--- config.mk ---
export PLATFORM = sky130hd
export DESIGN_NAME = hdcp_authentication_sequencer_flat
export DESIGN_NICKNAME = d
export VERILOG_FILES = /design/src/rtl/hdcp_seq_pkg.sv /design/src/rtl/hdcp_seq_if.sv /design/src/rtl/hdcp_seq_in_stage.sv /design/src/rtl/hdcp_seq_decode.sv /design/src/rtl/hdcp_authentication_sequencer.sv /design/src/flat_wrapper.sv
export SDC_FILE = /design/constraint.sdc
export NUM_CORES = 1
export LEC_CHECK = 0
export BUFFER_PORTS_ARGS = -buffer_cell sky130_fd_sc_hd__buf_2
export CAP_MARGIN = 20
export CORE_ASPECT_RATIO = 0.5
export CORE_MARGIN = 2
export CORE_UTILIZATION = 49
export CTS_BUF_LIST = sky130_fd_sc_hd__clkbuf_4 sky130_fd_sc_hd__clkbuf_8
export CTS_CLUSTER_SIZE = 25
export DETAILED_ROUTE_END_ITERATION = 12
export GPL_TIMING_DRIVEN = 0
export PLACE_DENSITY = 0.78
export REMOVE_ABC_BUFFERS = 1
export SYNTH_ARGS = -nofsm -noshare
export SYNTH_HDL_FRONTEND = slang
export SYNTH_HIERARCHICAL = 1
export SYNTH_SLANG_ARGS = --single-unit
--- constraint.sdc ---
create_clock -name clk -period 10.22 [get_ports clk]
set_input_delay 1.022 -clock clk [delete_from_list [all_inputs] [get_ports clk]]
set_output_delay 1.022 -clock clk [all_outputs]
set_load 0.01 [all_outputs]
--- src/rtl/hdcp_seq_pkg.sv ---
// Shared types, codes and helpers for the HDCP authentication sequencer.
package hdcp_seq_pkg;

  // Event codes
  localparam logic [3:0] EV_ENABLE      = 4'd0;
  localparam logic [3:0] EV_DISABLE     = 4'd1;
  localparam logic [3:0] EV_FRAME_START = 4'd2;
  localparam logic [3:0] EV_FRAME_STOP  = 4'd3;
  localparam logic [3:0] EV_HPD_LOW     = 4'd4;
  localparam logic [3:0] EV_REAUTH      = 4'd5;
  localparam logic [3:0] EV_R0          = 4'd6;
  localparam logic [3:0] EV_KSV_READY   = 4'd7;
  localparam logic [3:0] EV_KSV_TIMEOUT = 4'd8;
  localparam logic [3:0] EV_RI_FAIL     = 4'd9;

  // Engine step status
  localparam logic [1:0] ST_OK     = 2'd0;
  localparam logic [1:0] ST_AKSV   = 2'd1;
  localparam logic [1:0] ST_CANCEL = 2'd2;
  localparam logic [1:0] ST_OTHER  = 2'd3;

  // Authentication status codes
  localparam logic [2:0] AUTH_OFF        = 3'd0;
  localparam logic [2:0] AUTH_STEP1      = 3'd1;
  localparam logic [2:0] AUTH_STEP2      = 3'd2;
  localparam logic [2:0] AUTH_DONE       = 3'd3;
  localparam logic [2:0] AUTH_RESTARTING = 3'd4;
  localparam logic [2:0] AUTH_FAILED     = 3'd5;

  // Timer commands
  localparam logic [2:0] TMR_KEEP      = 3'd0;
  localparam logic [2:0] TMR_CANCEL    = 3'd1;
  localparam logic [2:0] TMR_R0        = 3'd2;
  localparam logic [2:0] TMR_KSV       = 3'd3;
  localparam logic [2:0] TMR_REAUTH    = 3'd4;

  // Link state codes as seen on the result
  localparam logic [2:0] LS_DISABLED = 3'd0;
  localparam logic [2:0] LS_PENDING  = 3'd1;
  localparam logic [2:0] LS_START    = 3'd2;
  localparam logic [2:0] LS_WAIT_R0  = 3'd3;
  localparam logic [2:0] LS_WAIT_KSV = 3'd4;
  localparam logic [2:0] LS_CHECK    = 3'd5;

  // Register indexes
  localparam logic CFG_MAX_RETRIES = 1'b0;
  localparam logic CFG_DDC_LIMIT   = 1'b1;

  localparam logic [7:0] DDC_LIMIT_RESET = 8'd5;

  typedef enum logic [5:0] {
    LINK_DISABLED = 6'b000001,
    LINK_PENDING  = 6'b000010,
    LINK_START    = 6'b000100,
    LINK_WAIT_R0  = 6'b001000,
    LINK_WAIT_KSV = 6'b010000,
    LINK_CHECK    = 6'b100000
  } link_t;

  typedef struct packed {
    logic [3:0] event_req;
    logic       hotplug_lost;
    logic       key_ok;
    logic [1:0] step_status;
    logic       is_repeater;
    logic [7:0] ddc_error_count;
  } item_t;

  typedef struct packed {
    link_t      link_mode;
    logic [2:0] auth_progress;
    logic       video_running;
    logic [7:0] retry_count;
    logic       retry_unlimited;
  } state_t;

  typedef struct packed {
    logic [2:0] link_state;
    logic [2:0] auth_status;
    logic [2:0] timer_command;
    logic       engine_disable;
    logic       restart_link;
    logic       mute_encryption_off;
    logic       stop_acknowledge;
    logic       clear_ddc_errors;
    logic [7:0] retries_left;
    logic       retry_forever;
  } result_t;

  function automatic logic [2:0] link_code(input link_t l);
    logic [2:0] c;
    begin
      unique case (l)
        LINK_DISABLED: c = LS_DISABLED;
        LINK_PENDING:  c = LS_PENDING;
        LINK_START:    c = LS_START;
        LINK_WAIT_R0:  c = LS_WAIT_R0;
        LINK_WAIT_KSV: c = LS_WAIT_KSV;
        LINK_CHECK:    c = LS_CHECK;
        default:       c = LS_DISABLED;
      endcase
      return c;
    end
  endfunction

endpackage

--- src/rtl/hdcp_seq_if.sv ---
// Valid/ready channel interfaces for sequencer events and results.
interface hdcp_seq_in_if;
  logic       valid;
  logic       ready;
  logic [3:0] event_req;
  logic       hotplug_lost;
  logic       key_ok;
  logic [1:0] step_status;
  logic       is_repeater;
  logic [7:0] ddc_error_count;

  modport source (
    output valid, event_req, hotplug_lost, key_ok, step_status, is_repeater,
           ddc_error_count,
    input  ready
  );
  modport sink (
    input  valid, event_req, hotplug_lost, key_ok, step_status, is_repeater,
           ddc_error_count,
    output ready
  );
endinterface

interface hdcp_seq_out_if;
  logic       valid;
  logic       ready;
  logic [2:0] link_state;
  logic [2:0] auth_status;
  logic [2:0] timer_command;
  logic       engine_disable;
  logic       restart_link;
  logic       mute_encryption_off;
  logic       stop_acknowledge;
  logic       clear_ddc_errors;
  logic [7:0] retries_left;
  logic       retry_forever;

  modport source (
    output valid, link_state, auth_status, timer_command, engine_disable,
           restart_link, mute_encryption_off, stop_acknowledge, clear_ddc_errors,
           retries_left, retry_forever,
    input  ready
  );
  modport sink (
    input  valid, link_state, auth_status, timer_command, engine_disable,
           restart_link, mute_encryption_off, stop_acknowledge, clear_ddc_errors,
           retries_left, retry_forever,
    output ready
  );
endinterface

--- src/rtl/hdcp_seq_in_stage.sv ---
// Input register stage: captures one event item, holds it while the result side stalls.
module hdcp_seq_in_stage
  import hdcp_seq_pkg::*;
(
  input  logic              clk,
  input  logic              rst,
  hdcp_seq_in_if.sink       req,
  input  logic              advance,
  output logic              item_valid,
  output item_t             item
);

  assign req.ready = !item_valid || advance;

  always_ff @(posedge clk) begin
    if (rst) begin
      item_valid <= 1'b0;
    end else if (req.valid && req.ready) begin
      item_valid <= 1'b1;
    end else if (advance) begin
      item_valid <= 1'b0;
    end
  end

  always_ff @(posedge clk) begin
    if (req.valid && req.ready) begin
      item.event_req       <= req.event_req;
      item.hotplug_lost    <= req.hotplug_lost;
      item.key_ok          <= req.key_ok;
      item.step_status     <= req.step_status;
      item.is_repeater     <= req.is_repeater;
      item.ddc_error_count <= req.ddc_error_count;
    end
  end

endmodule

--- src/rtl/hdcp_seq_decode.sv ---
// Next-state and action decode for one event against the current sequencer state.
module hdcp_seq_decode
  import hdcp_seq_pkg::*;
(
  input  item_t      item,
  input  state_t     cur,
  input  logic [7:0] max_retries,
  input  logic [7:0] ddc_error_limit,
  output state_t     nxt,
  output result_t    res
);

  typedef enum logic [2:0] {
    ACT_NONE  = 3'd0,
    ACT_START = 3'd1,
    ACT_R0    = 3'd2,
    ACT_STEP2 = 3'd3,
    ACT_FAIL  = 3'd4
  } act_t;

  act_t       act;
  link_t      lm;
  logic [2:0] ap;
  logic       vr;
  logic [7:0] rc;
  logic       ru;
  logic [2:0] timer;
  logic       eng_dis;
  logic       restart;
  logic       mute;
  logic       stop_ack;
  logic       clr_ddc;
  logic       go_fail;
  logic       go_restart;
  logic       avail;
  logic       timer_ev;

  always_comb begin
    lm         = cur.link_mode;
    ap         = cur.auth_progress;
    vr         = cur.video_running;
    rc         = cur.retry_count;
    ru         = cur.retry_unlimited;
    timer      = TMR_KEEP;
    eng_dis    = 1'b0;
    restart    = 1'b0;
    mute       = 1'b0;
    stop_ack   = 1'b0;
    clr_ddc    = 1'b0;
    go_fail    = 1'b0;
    go_restart = 1'b0;
    avail      = 1'b0;
    act        = ACT_NONE;
    timer_ev   = (item.event_req == EV_REAUTH) || (item.event_req == EV_R0) ||
                 (item.event_req == EV_KSV_TIMEOUT);

    if (item.hotplug_lost) begin
      timer = TMR_CANCEL;
    end

    if (item.event_req == EV_FRAME_START) begin
      vr = 1'b1;
    end else if (item.event_req == EV_FRAME_STOP) begin
      vr = 1'b0;
    end

    // teardown events
    if (item.event_req == EV_DISABLE || item.event_req == EV_FRAME_STOP ||
        item.event_req == EV_HPD_LOW) begin
      if (lm != LINK_DISABLED) begin
        timer   = TMR_CANCEL;
        eng_dis = 1'b1;
        lm      = (item.event_req == EV_DISABLE) ? LINK_DISABLED : LINK_PENDING;
        ap      = AUTH_OFF;
      end
      if (item.event_req == EV_FRAME_STOP) begin
        stop_ack = 1'b1;
      end
    end

    // timer events are dropped once hot-plug is lost
    if (!(item.hotplug_lost && timer_ev)) begin
      unique case (lm)
        LINK_DISABLED: begin
          if (item.event_req == EV_ENABLE) begin
            ru = (max_retries == 8'd0);
            rc = max_retries;
            if (vr) begin
              act = ACT_START;
            end else begin
              lm = LINK_PENDING;
            end
          end
        end
        LINK_PENDING: begin
          if (item.event_req == EV_FRAME_START) act = ACT_START;
        end
        LINK_START: begin
          if (item.event_req == EV_REAUTH) act = ACT_START;
        end
        LINK_WAIT_R0: begin
          if (item.event_req == EV_R0) act = ACT_R0;
        end
        LINK_WAIT_KSV: begin
          if (item.event_req == EV_RI_FAIL || item.event_req == EV_KSV_TIMEOUT) begin
            act = ACT_FAIL;
          end else if (item.event_req == EV_KSV_READY) begin
            act = ACT_STEP2;
          end
        end
        LINK_CHECK: begin
          if (item.event_req == EV_RI_FAIL) act = ACT_FAIL;
        end
        default: ;
      endcase
    end

    unique case (act)
      ACT_START: begin
        lm = LINK_START;
        if (!item.key_ok) begin
          go_fail = 1'b1;
        end else if (item.step_status == ST_AKSV) begin
          go_restart = 1'b1;
        end else if (item.step_status == ST_OTHER) begin
          go_fail = 1'b1;
        end else if (item.step_status == ST_OK) begin
          lm    = LINK_WAIT_R0;
          ap    = AUTH_STEP1;
          timer = TMR_R0;
        end
      end
      ACT_R0: begin
        if (item.step_status == ST_CANCEL) begin
          // cancelled: hold state
        end else if (item.step_status != ST_OK) begin
          go_fail = 1'b1;
        end else if (item.is_repeater) begin
          lm    = LINK_WAIT_KSV;
          ap    = AUTH_STEP2;
          timer = TMR_KSV;
        end else begin
          lm = LINK_CHECK;
          ap = AUTH_DONE;
          ru = (max_retries == 8'd0);
          rc = max_retries;
        end
      end
      ACT_STEP2: begin
        timer = TMR_CANCEL;
        if (item.step_status == ST_CANCEL) begin
          // cancelled: hold state
        end else if (item.step_status != ST_OK) begin
          go_fail = 1'b1;
        end else begin
          lm = LINK_CHECK;
          ap = AUTH_DONE;
          ru = (max_retries == 8'd0);
          rc = max_retries;
        end
      end
      ACT_FAIL: go_fail = 1'b1;
      default: ;
    endcase

    // authentication failure: too many DDC errors escalates to a link restart
    if (go_fail) begin
      if (item.ddc_error_count >= ddc_error_limit) begin
        clr_ddc    = 1'b1;
        go_restart = 1'b1;
      end else begin
        mute    = 1'b1;
        eng_dis = 1'b1;
        timer   = TMR_CANCEL;
        avail   = ru || (rc != 8'd0);
        if (!ru && rc != 8'd0) rc = rc - 8'd1;
        if (avail) begin
          lm    = LINK_START;
          ap    = AUTH_RESTARTING;
          timer = TMR_REAUTH;
        end else begin
          lm = LINK_DISABLED;
          ap = AUTH_FAILED;
        end
      end
    end

    if (go_restart) begin
      timer   = TMR_CANCEL;
      eng_dis = 1'b1;
      avail   = ru || (rc != 8'd0);
      if (!ru && rc != 8'd0) rc = rc - 8'd1;
      if (avail) begin
        restart = 1'b1;
        lm      = LINK_PENDING;
        ap      = AUTH_RESTARTING;
      end else begin
        lm = LINK_DISABLED;
        ap = AUTH_FAILED;
      end
    end
  end

  assign nxt.link_mode       = lm;
  assign nxt.auth_progress   = ap;
  assign nxt.video_running   = vr;
  assign nxt.retry_count     = rc;
  assign nxt.retry_unlimited = ru;

  assign res.link_state          = link_code(lm);
  assign res.auth_status         = ap;
  assign res.timer_command       = timer;
  assign res.engine_disable      = eng_dis;
  assign res.restart_link        = restart;
  assign res.mute_encryption_off = mute;
  assign res.stop_acknowledge    = stop_ack;
  assign res.clear_ddc_errors    = clr_ddc;
  assign res.retries_left        = ru ? 8'd0 : rc;
  assign res.retry_forever       = ru;

endmodule

--- src/rtl/hdcp_authentication_sequencer.sv ---
// Top level of the HDCP authentication sequencer: state, config and result register.
// Path: an accepted event goes through the input register, the decode and then the result register.
// Throughput: one event per cycle, back to back, while the result is read; one decode sits between the two registers.
// Stalls: input ready drops only while both registers hold items and the result is not read.
// Reset (rst, synchronous, high): link disabled, auth disabled, video stopped, retries zero,
// max_retries = 0, ddc_error_limit = 5, both channels empty.
module hdcp_authentication_sequencer
  import hdcp_seq_pkg::*;
(
  input  logic          clk,
  input  logic          rst,
  input  logic          cfg_we,
  input  logic          cfg_index,
  input  logic [7:0]    cfg_data,
  hdcp_seq_in_if.sink   req,
  hdcp_seq_out_if.source rsp
);

  // Configuration registers
  logic [7:0] max_retries;
  logic [7:0] ddc_error_limit;

  always_ff @(posedge clk) begin
    if (rst) begin
      max_retries     <= 8'd0;
      ddc_error_limit <= DDC_LIMIT_RESET;
    end else if (cfg_we) begin
      unique case (cfg_index)
        CFG_MAX_RETRIES: max_retries     <= cfg_data;
        CFG_DDC_LIMIT:   ddc_error_limit <= cfg_data;
        default: ;
      endcase
    end
  end

  // Pipeline control: the result register frees up when empty or being read
  logic    out_valid;
  logic    advance;
  logic    item_valid;
  item_t   item;
  state_t  state;
  state_t  state_next;
  result_t res_next;
  result_t res;

  assign advance = !out_valid || rsp.ready;

  hdcp_seq_in_stage u_in_stage (
    .clk        (clk),
    .rst        (rst),
    .req        (req),
    .advance    (advance),
    .item_valid (item_valid),
    .item       (item)
  );

  hdcp_seq_decode u_decode (
    .item            (item),
    .cur             (state),
    .max_retries     (max_retries),
    .ddc_error_limit (ddc_error_limit),
    .nxt             (state_next),
    .res             (res_next)
  );

  // Sequencer state: committed together with the result it produced
  always_ff @(posedge clk) begin
    if (rst) begin
      state.link_mode       <= LINK_DISABLED;
      state.auth_progress   <= AUTH_OFF;
      state.video_running   <= 1'b0;
      state.retry_count     <= 8'd0;
      state.retry_unlimited <= 1'b0;
    end else if (item_valid && advance) begin
      state <= state_next;
    end
  end

  always_ff @(posedge clk) begin
    if (rst) begin
      out_valid <= 1'b0;
    end else if (item_valid && advance) begin
      out_valid <= 1'b1;
    end else if (rsp.ready) begin
      out_valid <= 1'b0;
    end
  end

  // Result payload, no reset needed
  always_ff @(posedge clk) begin
    if (item_valid && advance) begin
      res <= res_next;
    end
  end

  assign rsp.valid               = out_valid;
  assign rsp.link_state          = res.link_state;
  assign rsp.auth_status         = res.auth_status;
  assign rsp.timer_command       = res.timer_command;
  assign rsp.engine_disable      = res.engine_disable;
  assign rsp.restart_link        = res.restart_link;
  assign rsp.mute_encryption_off = res.mute_encryption_off;
  assign rsp.stop_acknowledge    = res.stop_acknowledge;
  assign rsp.clear_ddc_errors    = res.clear_ddc_errors;
  assign rsp.retries_left        = res.retries_left;
  assign rsp.retry_forever       = res.retry_forever;

`ifndef SYNTHESIS
  // Authenticated status and link-check state always travel together
  a_auth_link_pair: assert property (@(posedge clk) disable iff (rst)
    rsp.valid |-> ((rsp.auth_status == AUTH_DONE) == (rsp.link_state == LS_CHECK)))
    else $error("auth_status and link_state disagree on authenticated");

  // A link restart always disables the engine and leaves the link pending
  a_restart_shape: assert property (@(posedge clk) disable iff (rst)
    (rsp.valid && rsp.restart_link) |->
      (rsp.engine_disable && rsp.link_state == LS_PENDING &&
       rsp.auth_status == AUTH_RESTARTING))
    else $error("restart_link without matching state");

  // With an empty result register the input side must be open
  a_ready_when_empty: assert property (@(posedge clk) disable iff (rst)
    !rsp.valid |-> req.ready)
    else $error("input stalled with empty result register");

  // Infinite retry budget reports zero retries left
  a_forever_zero: assert property (@(posedge clk) disable iff (rst)
    (rsp.valid && rsp.retry_forever) |-> (rsp.retries_left == 8'd0))
    else $error("retries_left nonzero while retrying forever");
`endif

endmodule
--- src/flat_wrapper.sv ---
// flat-port wrapper written by rule: the top's interface ports become plain ports
module hdcp_authentication_sequencer_flat import hdcp_seq_pkg::*;
  (clk, rst, cfg_we, cfg_index, cfg_data, req_valid, req_event_req, req_hotplug_lost, req_key_ok, req_step_status, req_is_repeater, req_ddc_error_count, req_ready, rsp_valid, rsp_link_state, rsp_auth_status, rsp_timer_command, rsp_engine_disable, rsp_restart_link, rsp_mute_encryption_off, rsp_stop_acknowledge, rsp_clear_ddc_errors, rsp_retries_left, rsp_retry_forever, rsp_ready);
  hdcp_seq_in_if req_i ();
  hdcp_seq_out_if rsp_i ();
  input  logic clk;
  input  logic rst;
  input  logic cfg_we;
  input  logic cfg_index;
  input  logic [7:0] cfg_data;
  input wire logic [$bits(req_i.valid)-1:0] req_valid;
  input wire logic [$bits(req_i.event_req)-1:0] req_event_req;
  input wire logic [$bits(req_i.hotplug_lost)-1:0] req_hotplug_lost;
  input wire logic [$bits(req_i.key_ok)-1:0] req_key_ok;
  input wire logic [$bits(req_i.step_status)-1:0] req_step_status;
  input wire logic [$bits(req_i.is_repeater)-1:0] req_is_repeater;
  input wire logic [$bits(req_i.ddc_error_count)-1:0] req_ddc_error_count;
  output wire logic [$bits(req_i.ready)-1:0] req_ready;
  output wire logic [$bits(rsp_i.valid)-1:0] rsp_valid;
  output wire logic [$bits(rsp_i.link_state)-1:0] rsp_link_state;
  output wire logic [$bits(rsp_i.auth_status)-1:0] rsp_auth_status;
  output wire logic [$bits(rsp_i.timer_command)-1:0] rsp_timer_command;
  output wire logic [$bits(rsp_i.engine_disable)-1:0] rsp_engine_disable;
  output wire logic [$bits(rsp_i.restart_link)-1:0] rsp_restart_link;
  output wire logic [$bits(rsp_i.mute_encryption_off)-1:0] rsp_mute_encryption_off;
  output wire logic [$bits(rsp_i.stop_acknowledge)-1:0] rsp_stop_acknowledge;
  output wire logic [$bits(rsp_i.clear_ddc_errors)-1:0] rsp_clear_ddc_errors;
  output wire logic [$bits(rsp_i.retries_left)-1:0] rsp_retries_left;
  output wire logic [$bits(rsp_i.retry_forever)-1:0] rsp_retry_forever;
  input wire logic [$bits(rsp_i.ready)-1:0] rsp_ready;
  assign req_i.valid = req_valid;
  assign req_i.event_req = req_event_req;
  assign req_i.hotplug_lost = req_hotplug_lost;
  assign req_i.key_ok = req_key_ok;
  assign req_i.step_status = req_step_status;
  assign req_i.is_repeater = req_is_repeater;
  assign req_i.ddc_error_count = req_ddc_error_count;
  assign req_ready = req_i.ready;
  assign rsp_valid = rsp_i.valid;
  assign rsp_link_state = rsp_i.link_state;
  assign rsp_auth_status = rsp_i.auth_status;
  assign rsp_timer_command = rsp_i.timer_command;
  assign rsp_engine_disable = rsp_i.engine_disable;
  assign rsp_restart_link = rsp_i.restart_link;
  assign rsp_mute_encryption_off = rsp_i.mute_encryption_off;
  assign rsp_stop_acknowledge = rsp_i.stop_acknowledge;
  assign rsp_clear_ddc_errors = rsp_i.clear_ddc_errors;
  assign rsp_retries_left = rsp_i.retries_left;
  assign rsp_retry_forever = rsp_i.retry_forever;
  assign rsp_i.ready = rsp_ready;
  hdcp_authentication_sequencer u_core (.clk(clk), .rst(rst), .cfg_we(cfg_we), .cfg_index(cfg_index), .cfg_data(cfg_data), .req(req_i), .rsp(rsp_i));
endmodule
==> impl_metrics.ini <==
[power]
pwr-share-seq = 0.533
internal_power_uw = 488
p_sw_frac = 0.256
ir_worst_vdd_mv = 0.0760
switching_power_uw = 168
combPwrFrac = 0.108
pwr_density_cell_nw_per_um2 = 114
leakagePower_uw = 0.00218
clockPowerShare = 0.359

[routing]
vias = 4380
wl_per_cell_microns = 17.2
vias_per_cell = 5.95
ant_nets = 0
drt-pass1-iter-count = 7
drc = 0
drt-initial-drc-count = 488
drt_wl_total_mm = 12.7

[run]
drv_cap = 0

[timing]
rsz0062_at_grt = no
fin_tns_setup_ns = 0
period_needed_ns = 5.66
worst_pin_slew_ns = 0.989
hold_viol_final = 0
slew_headroom = 0.341
final.period_utilization = 0.554
setup_violations = 0
max_clock_freq_mhz = 177
finClkSkew_ns = 0.00825
drv_slew = 0
hold_ws_ns = 0.464

[global_routing]
antenna_found_initial = 0
overflow = 0
grt_pass1_vias = 4136
grt_max_degree = 40
grt_usage = 0.222
grt_pass1_wl_mm = 21.3

[yosys]
syn_area_per_cell_sq_um = 9.60
yosysSeqAreaShare = 0.361
synth_top_area_share = 0.223
netlist_area_sq_um = 5380
synth_area_leaders = edfxtp_1 (22%), dfxtp_1 (14%), mux2i_1 (4.6%)
yosysTopAreaCell = edfxtp_1
synthCells = 561
ys_seq_elements = 77
synth_edf_count = 40
synth_cell_type_count = 82
synth_warnings = 6
synthArstFlopShare = 0
synthFlopType = edfxtp_1

[critical_path]
end_kind = flop
crit_type = flop to flop
crit_required_ns = 10.50
path_max_fanout = 14
critical_path_arrival_ns = 5.94
cp-start-kind = flop

[finish]
fillers = 953
drive_gt1_frac = 0.258
nNetsFinal = 633
multiInputGateArea_sq_um = 3090
area_growth_pct = 7.00
n_antenna_cell = 0
area.sequential_sq_um = 1940

[clocking]
clkLatencyLatePin_ns = 0.36
clk_path_buf_depth = 2
cts_tree = done
clk_pin_slew_ns = 0.08
h-tree-depth = 3
cts_made_buffers = 9
hold_buffers = 0
cts_root_buf = clkbuf_8
cts_resized = 0
cts_setup_buffers = 0
cts_sinks = 77

[die]
die_x_microns = 152
core-area_sq_um = 10400
die_h_microns = 78.1
dieArea_sq_um = 11900
start_util = 0.516
row_count = 26
ios = 56

[place]
gp_congestion = 0.946
dp_hpwl_mm = 9.24
port_buffers = 55

[outcome]
status = finished, final reports clean

[min_path]
hold_class = flop to flop
## layout by cell type (no fill, tap or decap), types with 4 or more instances in the layout
cell type,instances
nand3_1,16
clkbuf_8,10
dfxtp_1,36
nand3_2,19
nor2b_1,7
nand2b_1,12
and2_1,4
edfxtp_1,40
nor4_1,4
nand4_1,9
a21o_1,7
or3_1,6
a21oi_2,22
and3_1,7
inv_1,18
nand2_1,60
o21ai_0,10
xnor2_1,9
a21oi_1,40
o22ai_1,4
mux2_2,4
a21bo_1,19
nor3_1,12
o211ai_1,5
nor2_1,30
ha_1,11
mux2i_1,25
a31o_2,4
a31oi_1,8
buf_2,56
## stage by stage
stage | std cells | worst slack, ns | total power (uW) | utilization | instance area [sq um]
floorplan | 524 | 5.62 | 399 | - | 5100
global placement | 719 | 4.65 | 425 | 0.532 | 5550
detailed placement | 720 | 4.79 | 427 | 0.532 | 5560
CTS | 736 | 4.74 | 663 | 0.552 | 5760
global route | 736 | 4.22 | 687 | 0.552 | 5760
finish | 736 | 4.56 | 656 | 0.552 | 5760
## power by group through the flow
| stage | combinational, uW | sequential (uW) | clock, uW |
|---|---|---|---|
| 2_1_floorplan | 44.3 | 355 | 0 |
| 3_3_place_gp | 68.9 | 356 | 0 |
| 3_5_place_dp | 70.5 | 357 | 0 |
| 4_1_cts | 70.8 | 350 | 243 |
| 5_1_grt | 79.6 | 352 | 255 |
| 6_report | 71.1 | 350 | 235 |
## cell usage after synthesis, types with 3 or more instances
cell      count
a211oi_1      3
a211oi_2      3
a21bo_1      19
a21o_1        7
a21oi_1      40
a21oi_2      22
a31o_2        4
a31oi_1       8
and2_1        4
and2_4        3
and3_1        7
buf_2        11
buf_4        14
buf_6         4
clkbuf_1      4
dfxtp_1      37
edfxtp_1     40
ha_1         11
inv_1        18
mux2_2        4
mux2i_1      25
nand2_1      60
nand2b_1     12
nand3_1      16
nand3_2      19
nand3b_1      3
nand4_1       9
nor2_1       30
nor2b_1       7
nor3_1       12
nor4_1        4
nor4bb_1      3
o211ai_1      5
o21a_1        3
o21ai_0      10
o22ai_1       4
or3_1         6
xnor2_1       9
xor2_1        3
## layout make-up
type,count,share of cell area
Multi-Input combinational cell,429,0.537
Sequential cell,77,0.337
Timing Repair Buffer,56,0.0487
Tap cell,140,0.0304
Clock buffer,12,0.0265
Inverter,18,0.0117
Clock inverter,4,0.00869
## state kept, by name, summed over array words and instances, names as in the netlist, 3 cells and up
name,flops
u_core/rsp.retries_left,8
u_core/rsp.link_state,3
u_core/ddc_error_limit,8
u_core/rsp.timer_command,3
u_core/state,19
u_core/rsp.auth_status,3
u_core/u_in_stage/item,17
u_core/max_retries,8
## worst paths after layout
check / startpoint / end / slack (ns) / cells past startpoint
max: u_core/u_in_stage/item[15] / u_core/state[8] / 4.56 / 18
min: u_core/ddc_error_limit[5] / u_core/ddc_error_limit[5] / 0.46 / 2
max reg2reg: u_core/u_in_stage/item[15] / u_core/state[8] / 4.56 / 18
min reg2reg: u_core/ddc_error_limit[5] / u_core/ddc_error_limit[5] / 0.46 / 2
## per-layer routing
layer | up-vias | global-route usage | wire, microns
met4 | 0 | 0.0636 | 139
li1 | 2129 | - | -
met1 | 2052 | 0.337 | 6430
met2 | 186 | 0.313 | 4970
met3 | 13 | 0.0519 | 1110
met5 | - | 0 | 0
## critical path, stage by stage (launching register included)
cell	delay (ns)
edfxtp_1	0.57
nor2b_1	0.26
a21oi_1	0.45
nand2_1	0.24
o211a_1	0.47
a31oi_1	0.56
ha_1	0.35
and3_1	0.37
and3_1	0.33
a21oi_1	0.18
xnor2_1	0.23
inv_1	0.14
ha_1	0.21
o311ai_4	0.13
a21oi_4	0.37
nor3_2	0.12
xnor2_1	0.35
nand3_2	0.11
a21oi_2	0.14
## cells by family after synthesis
| group | share of synthesized area |
|---|---|
| flops | 0.361 |
| buf+inv | 0.0651 |
| compound gates | 0.234 |
| mux | 0.0548 |
| fa+ha+maj | 0.0256 |
| xor+xnor | 0.0195 |
| simple gates | 0.240 |
(Power assumes the default switching activity.)
